**config.mk**
```make
export PLATFORM = sky130hd
export DESIGN_NAME = glyph_template_matcher_5x7
export DESIGN_NICKNAME = d
export VERILOG_FILES = /design/src/hw/rtl/gtm_pkg.sv /design/src/hw/rtl/gtm_front.sv /design/src/hw/rtl/gtm_queue.sv /design/src/hw/rtl/gtm_back.sv /design/src/hw/rtl/glyph_template_matcher_5x7.sv
export SDC_FILE = /design/constraint.sdc
export NUM_CORES = 2
export LEC_CHECK = 0
export BUFFER_PORTS_ARGS = -buffer_cell sky130_fd_sc_hd__buf_4
export CAP_MARGIN = 0
export CORE_UTILIZATION = 35
export CTS_CLUSTER_DIAMETER = 200
export DETAILED_ROUTE_END_ITERATION = 12
export GPL_ROUTABILITY_DRIVEN = 0
export PLACE_DENSITY = 0.62
export RECOVER_POWER = 100
export SLEW_MARGIN = 40
export SYNTH_ARGS = -nofsm -noshare
export SYNTH_HDL_FRONTEND = slang
export SYNTH_HIERARCHICAL = 1
export SYNTH_SLANG_ARGS = --single-unit
```
**constraint.sdc**
```tcl
create_clock -name clk -period 14.3 [get_ports clk]
set_clock_uncertainty 0.05 [all_clocks]
set_input_delay 0.715 -clock clk [delete_from_list [all_inputs] [get_ports clk]]
set_output_delay 0.715 -clock clk [all_outputs]
set_load 0.01 [all_outputs]
```
**src/hw/rtl/gtm_pkg.sv**
```systemverilog
// Shared types, constants and font ROM for the 5x7 glyph matcher.
`default_nettype none
package gtm_pkg;

    localparam int GLYPH_COUNT   = 39;
    localparam int CELL_PIXELS   = 35;
    localparam int GROUP_SIZE    = 8;
    localparam int GROUP_COUNT   = (GLYPH_COUNT + GROUP_SIZE - 1) / GROUP_SIZE;
    localparam int QUEUE_DEPTH   = 4;
    localparam int MAX_CELLS_DEF = 64;

    localparam logic [5:0] MIN_SCORE_RST = 6'd33;
    localparam logic [6:0] UNKNOWN_CODE  = 7'd63;

    typedef logic [5:0] score_t;
    typedef logic [5:0] gidx_t;

    // One classified cell, handed from the front end to the back end.
    typedef struct packed {
        logic [6:0] char_code;
        logic       recognized;
        gidx_t      glyph_index;
        score_t     peak_score;
        logic       line_end;
    } cls_t;

    // Row 0 lands in the lowest five bits.
    function automatic logic [34:0] pack7(
        input logic [4:0] r0, input logic [4:0] r1, input logic [4:0] r2,
        input logic [4:0] r3, input logic [4:0] r4, input logic [4:0] r5,
        input logic [4:0] r6);
        return {r6, r5, r4, r3, r2, r1, r0};
    endfunction

    function automatic logic [34:0] glyph_bits(input gidx_t idx);
        logic [34:0] v;
        unique case (idx)
            6'd0:  v = pack7(5'h0E, 5'h11, 5'h11, 5'h1F, 5'h11, 5'h11, 5'h11);
            6'd1:  v = pack7(5'h1E, 5'h11, 5'h11, 5'h1E, 5'h11, 5'h11, 5'h1E);
            6'd2:  v = pack7(5'h0E, 5'h11, 5'h10, 5'h10, 5'h10, 5'h11, 5'h0E);
            6'd3:  v = pack7(5'h1E, 5'h11, 5'h11, 5'h11, 5'h11, 5'h11, 5'h1E);
            6'd4:  v = pack7(5'h1F, 5'h10, 5'h10, 5'h1E, 5'h10, 5'h10, 5'h1F);
            6'd5:  v = pack7(5'h1F, 5'h10, 5'h10, 5'h1E, 5'h10, 5'h10, 5'h10);
            6'd6:  v = pack7(5'h0E, 5'h11, 5'h10, 5'h17, 5'h11, 5'h11, 5'h0E);
            6'd7:  v = pack7(5'h11, 5'h11, 5'h11, 5'h1F, 5'h11, 5'h11, 5'h11);
            6'd8:  v = pack7(5'h0E, 5'h04, 5'h04, 5'h04, 5'h04, 5'h04, 5'h0E);
            6'd9:  v = pack7(5'h01, 5'h01, 5'h01, 5'h01, 5'h11, 5'h11, 5'h0E);
            6'd10: v = pack7(5'h11, 5'h12, 5'h14, 5'h18, 5'h14, 5'h12, 5'h11);
            6'd11: v = pack7(5'h10, 5'h10, 5'h10, 5'h10, 5'h10, 5'h10, 5'h1F);
            6'd12: v = pack7(5'h11, 5'h1B, 5'h15, 5'h11, 5'h11, 5'h11, 5'h11);
            6'd13: v = pack7(5'h11, 5'h19, 5'h15, 5'h13, 5'h11, 5'h11, 5'h11);
            6'd14: v = pack7(5'h0E, 5'h11, 5'h11, 5'h11, 5'h11, 5'h11, 5'h0E);
            6'd15: v = pack7(5'h1E, 5'h11, 5'h11, 5'h1E, 5'h10, 5'h10, 5'h10);
            6'd16: v = pack7(5'h0E, 5'h11, 5'h11, 5'h11, 5'h15, 5'h12, 5'h0D);
            6'd17: v = pack7(5'h1E, 5'h11, 5'h11, 5'h1E, 5'h14, 5'h12, 5'h11);
            6'd18: v = pack7(5'h0E, 5'h11, 5'h10, 5'h0E, 5'h01, 5'h11, 5'h0E);
            6'd19: v = pack7(5'h1F, 5'h04, 5'h04, 5'h04, 5'h04, 5'h04, 5'h04);
            6'd20: v = pack7(5'h11, 5'h11, 5'h11, 5'h11, 5'h11, 5'h11, 5'h0E);
            6'd21: v = pack7(5'h11, 5'h11, 5'h11, 5'h11, 5'h11, 5'h0A, 5'h04);
            6'd22: v = pack7(5'h11, 5'h11, 5'h11, 5'h15, 5'h15, 5'h1B, 5'h11);
            6'd23: v = pack7(5'h11, 5'h11, 5'h0A, 5'h04, 5'h0A, 5'h11, 5'h11);
            6'd24: v = pack7(5'h11, 5'h11, 5'h0A, 5'h04, 5'h04, 5'h04, 5'h04);
            6'd25: v = pack7(5'h1F, 5'h01, 5'h02, 5'h04, 5'h08, 5'h10, 5'h1F);
            6'd26: v = pack7(5'h0E, 5'h11, 5'h13, 5'h15, 5'h19, 5'h11, 5'h0E);
            6'd27: v = pack7(5'h04, 5'h0C, 5'h04, 5'h04, 5'h04, 5'h04, 5'h0E);
            6'd28: v = pack7(5'h0E, 5'h11, 5'h01, 5'h06, 5'h08, 5'h10, 5'h1F);
            6'd29: v = pack7(5'h0E, 5'h11, 5'h01, 5'h06, 5'h01, 5'h11, 5'h0E);
            6'd30: v = pack7(5'h02, 5'h06, 5'h0A, 5'h12, 5'h1F, 5'h02, 5'h02);
            6'd31: v = pack7(5'h1F, 5'h10, 5'h1E, 5'h01, 5'h01, 5'h11, 5'h0E);
            6'd32: v = pack7(5'h06, 5'h08, 5'h10, 5'h1E, 5'h11, 5'h11, 5'h0E);
            6'd33: v = pack7(5'h1F, 5'h01, 5'h02, 5'h04, 5'h08, 5'h08, 5'h08);
            6'd34: v = pack7(5'h0E, 5'h11, 5'h11, 5'h0E, 5'h11, 5'h11, 5'h0E);
            6'd35: v = pack7(5'h0E, 5'h11, 5'h11, 5'h0F, 5'h01, 5'h02, 5'h0C);
            6'd36: v = pack7(5'h00, 5'h00, 5'h00, 5'h00, 5'h00, 5'h00, 5'h00);
            6'd37: v = pack7(5'h00, 5'h00, 5'h00, 5'h1F, 5'h00, 5'h00, 5'h00);
            6'd38: v = pack7(5'h00, 5'h00, 5'h00, 5'h00, 5'h00, 5'h0C, 5'h0C);
            default: v = '0;
        endcase
        return v;
    endfunction

    // Letters, then digits, then space, hyphen, period.
    function automatic logic [6:0] glyph_code(input gidx_t idx);
        logic [6:0] c;
        if (idx < 6'd26)
            c = 7'd65 + {1'b0, idx};
        else if (idx < 6'd36)
            c = 7'd48 + {1'b0, idx - 6'd26};
        else if (idx == 6'd36)
            c = 7'd32;
        else if (idx == 6'd37)
            c = 7'd45;
        else
            c = 7'd46;
        return c;
    endfunction

    function automatic score_t agree_count(input logic [34:0] v);
        score_t n;
        n = '0;
        for (int i = 0; i < CELL_PIXELS; i++)
            n = n + score_t'(v[i]);
        return n;
    endfunction

endpackage
`default_nettype wire

```
**src/hw/rtl/gtm_front.sv**
```systemverilog
// Front end: scores a cell against every glyph and picks the best in three stages.
`default_nettype none
module gtm_front (
    input  wire logic         clk,
    input  wire logic         rst_n,
    input  wire logic         in_valid,
    output logic              in_ready,
    input  wire logic [34:0]  cell_bits,
    input  wire logic         last_cell,
    input  wire logic [5:0]   min_score,
    input  wire logic         q_full,
    output logic              push,
    output gtm_pkg::cls_t     push_data
);
    import gtm_pkg::*;

    logic   en;
    logic   a_valid_reg, b_valid_reg, c_valid_reg;
    logic   a_last_reg, b_last_reg;
    score_t a_score_reg [GLYPH_COUNT];
    score_t b_score_reg [GROUP_COUNT];
    gidx_t  b_idx_reg   [GROUP_COUNT];
    cls_t   c_cls_reg;

    score_t a_score_next [GLYPH_COUNT];
    score_t b_score_next [GROUP_COUNT];
    gidx_t  b_idx_next   [GROUP_COUNT];
    cls_t   c_cls_next;
    score_t fin_score;
    gidx_t  fin_idx;

    assign en        = !c_valid_reg || !q_full;
    assign in_ready  = en;
    assign push      = c_valid_reg && !q_full;
    assign push_data = c_cls_reg;

    always_comb
    begin
        for (int g = 0; g < GLYPH_COUNT; g++)
            a_score_next[g] = agree_count(~(cell_bits ^ glyph_bits(gidx_t'(g))));
    end

    // Per-group argmax; strict compare keeps the lowest index on a tie.
    always_comb
    begin
        for (int k = 0; k < GROUP_COUNT; k++) begin
            b_score_next[k] = a_score_reg[k * GROUP_SIZE];
            b_idx_next[k]   = gidx_t'(k * GROUP_SIZE);
            for (int j = 1; j < GROUP_SIZE; j++) begin
                if (k * GROUP_SIZE + j < GLYPH_COUNT) begin
                    if (a_score_reg[k * GROUP_SIZE + j] > b_score_next[k]) begin
                        b_score_next[k] = a_score_reg[k * GROUP_SIZE + j];
                        b_idx_next[k]   = gidx_t'(k * GROUP_SIZE + j);
                    end
                end
            end
        end
    end

    always_comb
    begin
        fin_score = b_score_reg[0];
        fin_idx   = b_idx_reg[0];
        for (int k = 1; k < GROUP_COUNT; k++) begin
            if (b_score_reg[k] > fin_score) begin
                fin_score = b_score_reg[k];
                fin_idx   = b_idx_reg[k];
            end
        end
        c_cls_next.recognized  = (fin_score >= min_score);
        c_cls_next.char_code   = c_cls_next.recognized ? glyph_code(fin_idx) : UNKNOWN_CODE;
        c_cls_next.glyph_index = fin_idx;
        c_cls_next.peak_score  = fin_score;
        c_cls_next.line_end    = b_last_reg;
    end

    always_ff @(posedge clk or negedge rst_n)
    begin
        if (!rst_n) begin
            a_valid_reg <= 1'b0;
            b_valid_reg <= 1'b0;
            c_valid_reg <= 1'b0;
        end else if (en) begin
            a_valid_reg <= in_valid;
            b_valid_reg <= a_valid_reg;
            c_valid_reg <= b_valid_reg;
        end
    end

    always_ff @(posedge clk)
    begin
        if (en) begin
            a_score_reg <= a_score_next;
            a_last_reg  <= last_cell;
            b_score_reg <= b_score_next;
            b_idx_reg   <= b_idx_next;
            b_last_reg  <= a_last_reg;
            c_cls_reg   <= c_cls_next;
        end
    end

endmodule
`default_nettype wire

```
**src/hw/rtl/gtm_queue.sv**
```systemverilog
// Small FIFO between the front end and the back end.
`default_nettype none
module gtm_queue (
    input  wire logic          clk,
    input  wire logic          rst_n,
    input  wire logic          push,
    input  wire gtm_pkg::cls_t push_data,
    output logic               full,
    input  wire logic          pop,
    output logic               q_valid,
    output gtm_pkg::cls_t      q_data
);
    import gtm_pkg::*;

    localparam int PTR_W = (QUEUE_DEPTH > 1) ? $clog2(QUEUE_DEPTH) : 1;
    localparam int CNT_W = $clog2(QUEUE_DEPTH + 1);
    localparam logic [PTR_W-1:0] LAST_PTR = PTR_W'(QUEUE_DEPTH - 1);

    cls_t             entry_reg [QUEUE_DEPTH];
    logic [PTR_W-1:0] wr_ptr_reg, rd_ptr_reg;
    logic [CNT_W-1:0] count_reg;

    assign full    = (count_reg == CNT_W'(QUEUE_DEPTH));
    assign q_valid = (count_reg != '0);
    assign q_data  = entry_reg[rd_ptr_reg];

    always_ff @(posedge clk or negedge rst_n)
    begin
        if (!rst_n) begin
            wr_ptr_reg <= '0;
            rd_ptr_reg <= '0;
            count_reg  <= '0;
        end else begin
            if (push)
                wr_ptr_reg <= (wr_ptr_reg == LAST_PTR) ? '0 : wr_ptr_reg + 1'b1;
            if (pop)
                rd_ptr_reg <= (rd_ptr_reg == LAST_PTR) ? '0 : rd_ptr_reg + 1'b1;
            if (push && !pop)
                count_reg <= count_reg + 1'b1;
            else if (pop && !push)
                count_reg <= count_reg - 1'b1;
        end
    end

    always_ff @(posedge clk)
    begin
        if (push)
            entry_reg[wr_ptr_reg] <= push_data;
    end

endmodule
`default_nettype wire

```
**src/hw/rtl/gtm_back.sv**
```systemverilog
// Back end: line counters and the output register.
`default_nettype none
module gtm_back #(
    parameter int MAX_CELLS = gtm_pkg::MAX_CELLS_DEF
) (
    input  wire logic          clk,
    input  wire logic          rst_n,
    input  wire logic          q_valid,
    input  wire gtm_pkg::cls_t q_data,
    output logic               pop,
    output logic               out_valid,
    input  wire logic          out_ready,
    output gtm_pkg::cls_t      out_cls,
    output logic [6:0]         matched_count,
    output logic [6:0]         cell_count
);
    import gtm_pkg::*;

    localparam int CNT_W = $clog2(MAX_CELLS + 1);
    localparam logic [CNT_W-1:0] MAX_C = CNT_W'(MAX_CELLS);

    logic             out_valid_reg;
    cls_t             out_cls_reg;
    logic [6:0]       matched_out_reg, cells_out_reg;
    logic [CNT_W-1:0] cells_total_reg, matched_total_reg;
    logic [CNT_W-1:0] cells_inc, matched_inc;
    logic [CNT_W+6:0] cells_ext, matched_ext;

    assign pop = q_valid && (!out_valid_reg || out_ready);

    assign cells_inc   = (cells_total_reg < MAX_C) ? cells_total_reg + 1'b1 : MAX_C;
    assign matched_inc = !q_data.recognized ? matched_total_reg
                       : (matched_total_reg < MAX_C) ? matched_total_reg + 1'b1 : MAX_C;
    assign cells_ext   = {7'b0, cells_inc};
    assign matched_ext = {7'b0, matched_inc};

    assign out_valid     = out_valid_reg;
    assign out_cls       = out_cls_reg;
    assign matched_count = matched_out_reg;
    assign cell_count    = cells_out_reg;

    always_ff @(posedge clk or negedge rst_n)
    begin
        if (!rst_n) begin
            out_valid_reg     <= 1'b0;
            cells_total_reg   <= '0;
            matched_total_reg <= '0;
        end else begin
            if (pop) begin
                out_valid_reg <= 1'b1;
                if (q_data.line_end) begin
                    cells_total_reg   <= '0;
                    matched_total_reg <= '0;
                end else begin
                    cells_total_reg   <= cells_inc;
                    matched_total_reg <= matched_inc;
                end
            end else if (out_ready) begin
                out_valid_reg <= 1'b0;
            end
        end
    end

    always_ff @(posedge clk)
    begin
        if (pop) begin
            out_cls_reg     <= q_data;
            cells_out_reg   <= cells_ext[6:0];
            matched_out_reg <= matched_ext[6:0];
        end
    end

`ifndef SYNTHESIS
    a_line_clear: assert property (@(posedge clk) disable iff (!rst_n)
        (pop && q_data.line_end) |=> (cells_total_reg == '0 && matched_total_reg == '0))
        else $error("line counters not cleared after last cell");
    a_cells_sat: assert property (@(posedge clk) disable iff (!rst_n)
        cells_total_reg <= MAX_C)
        else $error("cell count above saturation limit");
    a_matched_le_cells: assert property (@(posedge clk) disable iff (!rst_n)
        matched_total_reg <= cells_total_reg)
        else $error("matched count exceeds cell count");
    a_rec_counted: assert property (@(posedge clk) disable iff (!rst_n)
        (pop && q_data.recognized) |=> (matched_out_reg != '0 || CNT_W > 7))
        else $error("recognized cell shows zero matched count");
`endif

endmodule
`default_nettype wire

```
**src/hw/rtl/glyph_template_matcher_5x7.sv**
```systemverilog
// Top level of the 5x7 glyph template matcher.
// An accepted cell passes the front-end stages, the queue and the output register before it shows on m_tvalid.
// Throughput: one cell per cycle while the queue has room; the 39 glyph scores are computed in parallel,
// reduced over a registered 3-stage tree, then queued (4 entries) to the counter stage.
// Reset: line counts clear to 0, min_score returns to 33, pipeline and queue empty.
`default_nettype none
module glyph_template_matcher_5x7 #(
    parameter int MAX_CELLS = gtm_pkg::MAX_CELLS_DEF
) (
    input  wire logic        clk,
    input  wire logic        rst_n,
    input  wire logic        s_tvalid,
    output logic             s_tready,
    input  wire logic [39:0] s_tdata,   // [34:0] cell_bits, upper bits zero
    input  wire logic        s_tlast,
    output logic             m_tvalid,
    input  wire logic        m_tready,
    // [6:0] char_code, [12:7] glyph_index, [18:13] peak_score,
    // [25:19] matched_count, [32:26] cell_count, upper bits zero
    output logic [39:0]      m_tdata,
    output logic             m_tuser,   // [0] recognized
    output logic             m_tlast,
    input  wire logic        cfg_valid,
    output logic             cfg_ready,
    input  wire logic [5:0]  cfg_data
);
    import gtm_pkg::*;

    logic       [5:0] min_score_reg;
    logic             q_full, push, pop, q_valid, out_valid;
    cls_t             push_data, q_data, out_cls;
    logic       [6:0] matched_count, cell_count;

    assign cfg_ready = 1'b1;

    always_ff @(posedge clk or negedge rst_n)
    begin
        if (!rst_n)
            min_score_reg <= MIN_SCORE_RST;
        else if (cfg_valid)
            min_score_reg <= cfg_data;
    end

    gtm_front u_front (
        .clk       (clk),
        .rst_n     (rst_n),
        .in_valid  (s_tvalid),
        .in_ready  (s_tready),
        .cell_bits (s_tdata[34:0]),
        .last_cell (s_tlast),
        .min_score (min_score_reg),
        .q_full    (q_full),
        .push      (push),
        .push_data (push_data)
    );

    gtm_queue u_queue (
        .clk       (clk),
        .rst_n     (rst_n),
        .push      (push),
        .push_data (push_data),
        .full      (q_full),
        .pop       (pop),
        .q_valid   (q_valid),
        .q_data    (q_data)
    );

    gtm_back #(
        .MAX_CELLS (MAX_CELLS)
    ) u_back (
        .clk           (clk),
        .rst_n         (rst_n),
        .q_valid       (q_valid),
        .q_data        (q_data),
        .pop           (pop),
        .out_valid     (out_valid),
        .out_ready     (m_tready),
        .out_cls       (out_cls),
        .matched_count (matched_count),
        .cell_count    (cell_count)
    );

    assign m_tvalid = out_valid;
    assign m_tdata  = {7'b0, cell_count, matched_count, out_cls.peak_score,
                       out_cls.glyph_index, out_cls.char_code};
    assign m_tuser  = out_cls.recognized;
    assign m_tlast  = out_cls.line_end;

endmodule
`default_nettype wire
```
==> results.md <==
* Number of synthesized flops with an enable pin at 421
* Post-synthesis sequential area ratio at 29.78%
* Die area at 130200 sq um
* CTS tree: built
* Post-route antenna net violation count at 0
* Antenna Cells at 0
* Largest net degree at the start of global routing at 78
* Grt total ovfl at 0
* H-tree lvl count at 2
* Min Tclk post-route at 13.32 ns
* Setup ws final at 0.9845 ns
* Failing checks: capacitance limit, slew limit
* Number of flip-flops in the largest register at 234
* Final Hold Fails at 0
* WL/cell at 19.70 um
* Residual DRC at 0
* Number of nets in the layout at 5085
* Clock root buffer: clkbuf_16
* Critical Path End Type: flip-flop
* Pin slew with the least headroom to its limit at 4.154 ns
* Ys async rst share at 6.858%
* Initial antenna violation count at 1
* Fin cells at 5680
* Startpoint Class: flip-flop
* Total of warnings raised by yosys at 6
* Design area at 49320 sq um
* Critical Path RT at 14.61 ns
* Most used cell, CP: ha_1
* CP Max Fanout at 10
* Post-Route Utilization at 38.63%
* Latest clock arrival within the worst-skew pair at 0.68 ns
* Slowest stage delay, CP at 0.47 ns
* Dpl hpwl at 91.36 mm
* Fmax at 0.07510 GHz
* Placed cell count at 5574
* DRT Wirelength at 111.9 mm
* Die Span X at 360.8 um
* Predominant post-synthesis flop cell: edfxtp_1
* Deepest clock path buffer count at 3
* Post-Synthesis Cells at 3844
* Data arrival, critical path at 13.63 ns
* Max cap viols at 10
* Placed inst area at 47720 sq um
* Worst rel slew slack at -177.0%
* Synth Register Bits at 452
* Syn Std Cell Area at 45060 sq um
* Routed vias at 27960
* Vias/cell at 4.923
* First-pass GRT wire length at 172.2 mm
* Worst hold path type: in -> reg
* Post-Syn Area per Cell at 11.72 sq um
* Share of cells above drive strength 1 at 6.770%
* Clock Sinks at 452
* Area Overhead vs Synth at 9.452%
* Core Area at 127700 sq um
* CTS Buf Count at 55
* FILL cells at 12190
* Gr usage total at 17.50%
* Vias in the first global route at 28980
* Initial DRT Pass Iterations at 5
* Top Ports at 97
* Final period utilization at 93.12%
* Die Y at 360.8 um
* Pins Over Slew Limit at 464
* Pre-CTS setup slack at 0.7811 ns
* CP Class: reg -> reg
* Run status: finished with violations
* 1st-iter DRT viols at 1911
* Final setup viols at 0
* Post-synthesis cell type count at 107
* Clk slew on worst S/H paths at 0.06 ns
* PortBufs at 83
* Initial Util at 35.29%
* Row cnt at 131
* Critical path's slowest cell: o22ai_1
-- layout make-up --
type | count | area, sq um | area share, %
Clock buffer | 64 | 1410 | 2.859
Clock inverter | 39 | 381.6 | 0.7738
Inverter | 839 | 3151 | 6.388
Multi-Input combinational cell | 2510 | 28220 | 57.23
Sequential cell | 452 | 13420 | 27.21
Tap cell | 1662 | 2079 | 4.216
Timing Repair Buffer | 114 | 653.1 | 1.324
-- Yosys cell counts, types with 9 or more instances --
master,number,area (sq um)
inv_1,838,3146
fa_1,651,13030
edfxtp_1,421,12640
ha_1,410,5130
a21oi_1,193,965.9
nor2_1,162,608.1
a21o_1,146,1096
xor2_1,120,1051
nand2_1,107,401.6
o21ai_0,96,480.5
mux2i_1,71,710.7
nor2b_1,54,337.8
mux2_2,48,540.5
nand2b_1,32,200.2
dfrtp_1,29,725.7
nand3_1,29,145.1
o21a_1,28,210.2
xnor2_1,28,245.2
nand4_1,24,150.1
o22ai_1,24,150.1
mux4_2,18,405.4
clkbuf_1,17,63.81
nor3_1,16,80.08
and2_1,14,87.58
o21ai_1,14,70.07
maj3_1,11,110.1
buf_4,10,75.07
a211o_1,9,78.83
a31oi_1,9,56.30
and4_1,9,78.83
buf_2,9,45.04
o211ai_1,9,67.56
or2_2,9,56.30
or3_1,9,56.30
-- cell families after synthesis --
| group | synth area share [%] |
|---|---|
| compound gates | 9.260 |
| xor+xnor | 2.877 |
| fa+ha+maj | 40.63 |
| buf+inv | 7.678 |
| flops | 29.78 |
| mux | 4.215 |
| other cells | 0.01667 |
| simple gates | 5.545 |
-- worst paths after layout --
check	startpoint	to	slack [ns]	cells past startpoint
max in group asynchronous	rst_n	u_queue/rd_ptr_reg[1]	12.03	2
hold / removal	s_tlast	u_front/a_last_reg	0.19	1
setup / recovery	u_front/a_score_reg[178]	u_front/b_score_reg[20]	0.98	53
setup reg to reg	u_front/a_score_reg[178]	u_front/b_score_reg[20]	0.98	53
hold reg to reg	u_front/b_last_reg	u_front/push_data[0]	0.37	0
min in group asynchronous	rst_n	min_score_reg[2]	0.99	2
-- cell usage in the layout, fill, tap and decap left out, drive strengths merged, types with 28 or more instances in the layout --
cell / count
o21a: 28
nand2b: 32
buf: 56
ha: 410
fa: 651
mux2: 55
inv: 843
o21ai: 111
edfxtp: 421
nand2: 108
a21o: 146
nand3: 30
xor2: 120
mux2i: 74
nor2: 163
xnor2: 28
a21oi: 197
clkbuf: 121
dfrtp: 29
nor2b: 54
-- worst max-delay path: cells and delay by family, from the launching register on --
| kind | cells | cell delay [ns] |
|---|---|---|
| AO/OA/AOI/OAI | 23 | 5.48 |
| adder cells (fa/ha/maj) | 10 | 3.17 |
| buffers and inverters | 2 | 0.46 |
| flip-flops | 1 | 0.39 |
| multiplexers | 4 | 1.46 |
| AND/OR/NAND/NOR | 14 | 2.01 |
-- routing by layer --
layer	global-route usage [%]	share of wire (%)
met5	0	0
met2	28.42	46
met1	23.23	44
met3	3.645	6.6
met4	5.757	3.3
-- timing repair --
item                                   4_1_cts  5_1_grt
setup endpoints to repair                    0       27
endpoints found under the hold margin       29        0
setup buffers                                0        0
hold buffers                                 1        0
resized for setup                            0        8
-- stage by stage --
step	TNS, ns	hold WS (ns)
after floorplan	0	0.3503
after global placement	0	0.3569
after detailed placement	0	0.3562
after CTS	0	0.1064
after global routing	-0.001634	0.1444
final	0	0.1918
Power is left out: the tool's default activity adds up to more than one toggle a clock period on the data nets, which glitch-free logic cannot reach.
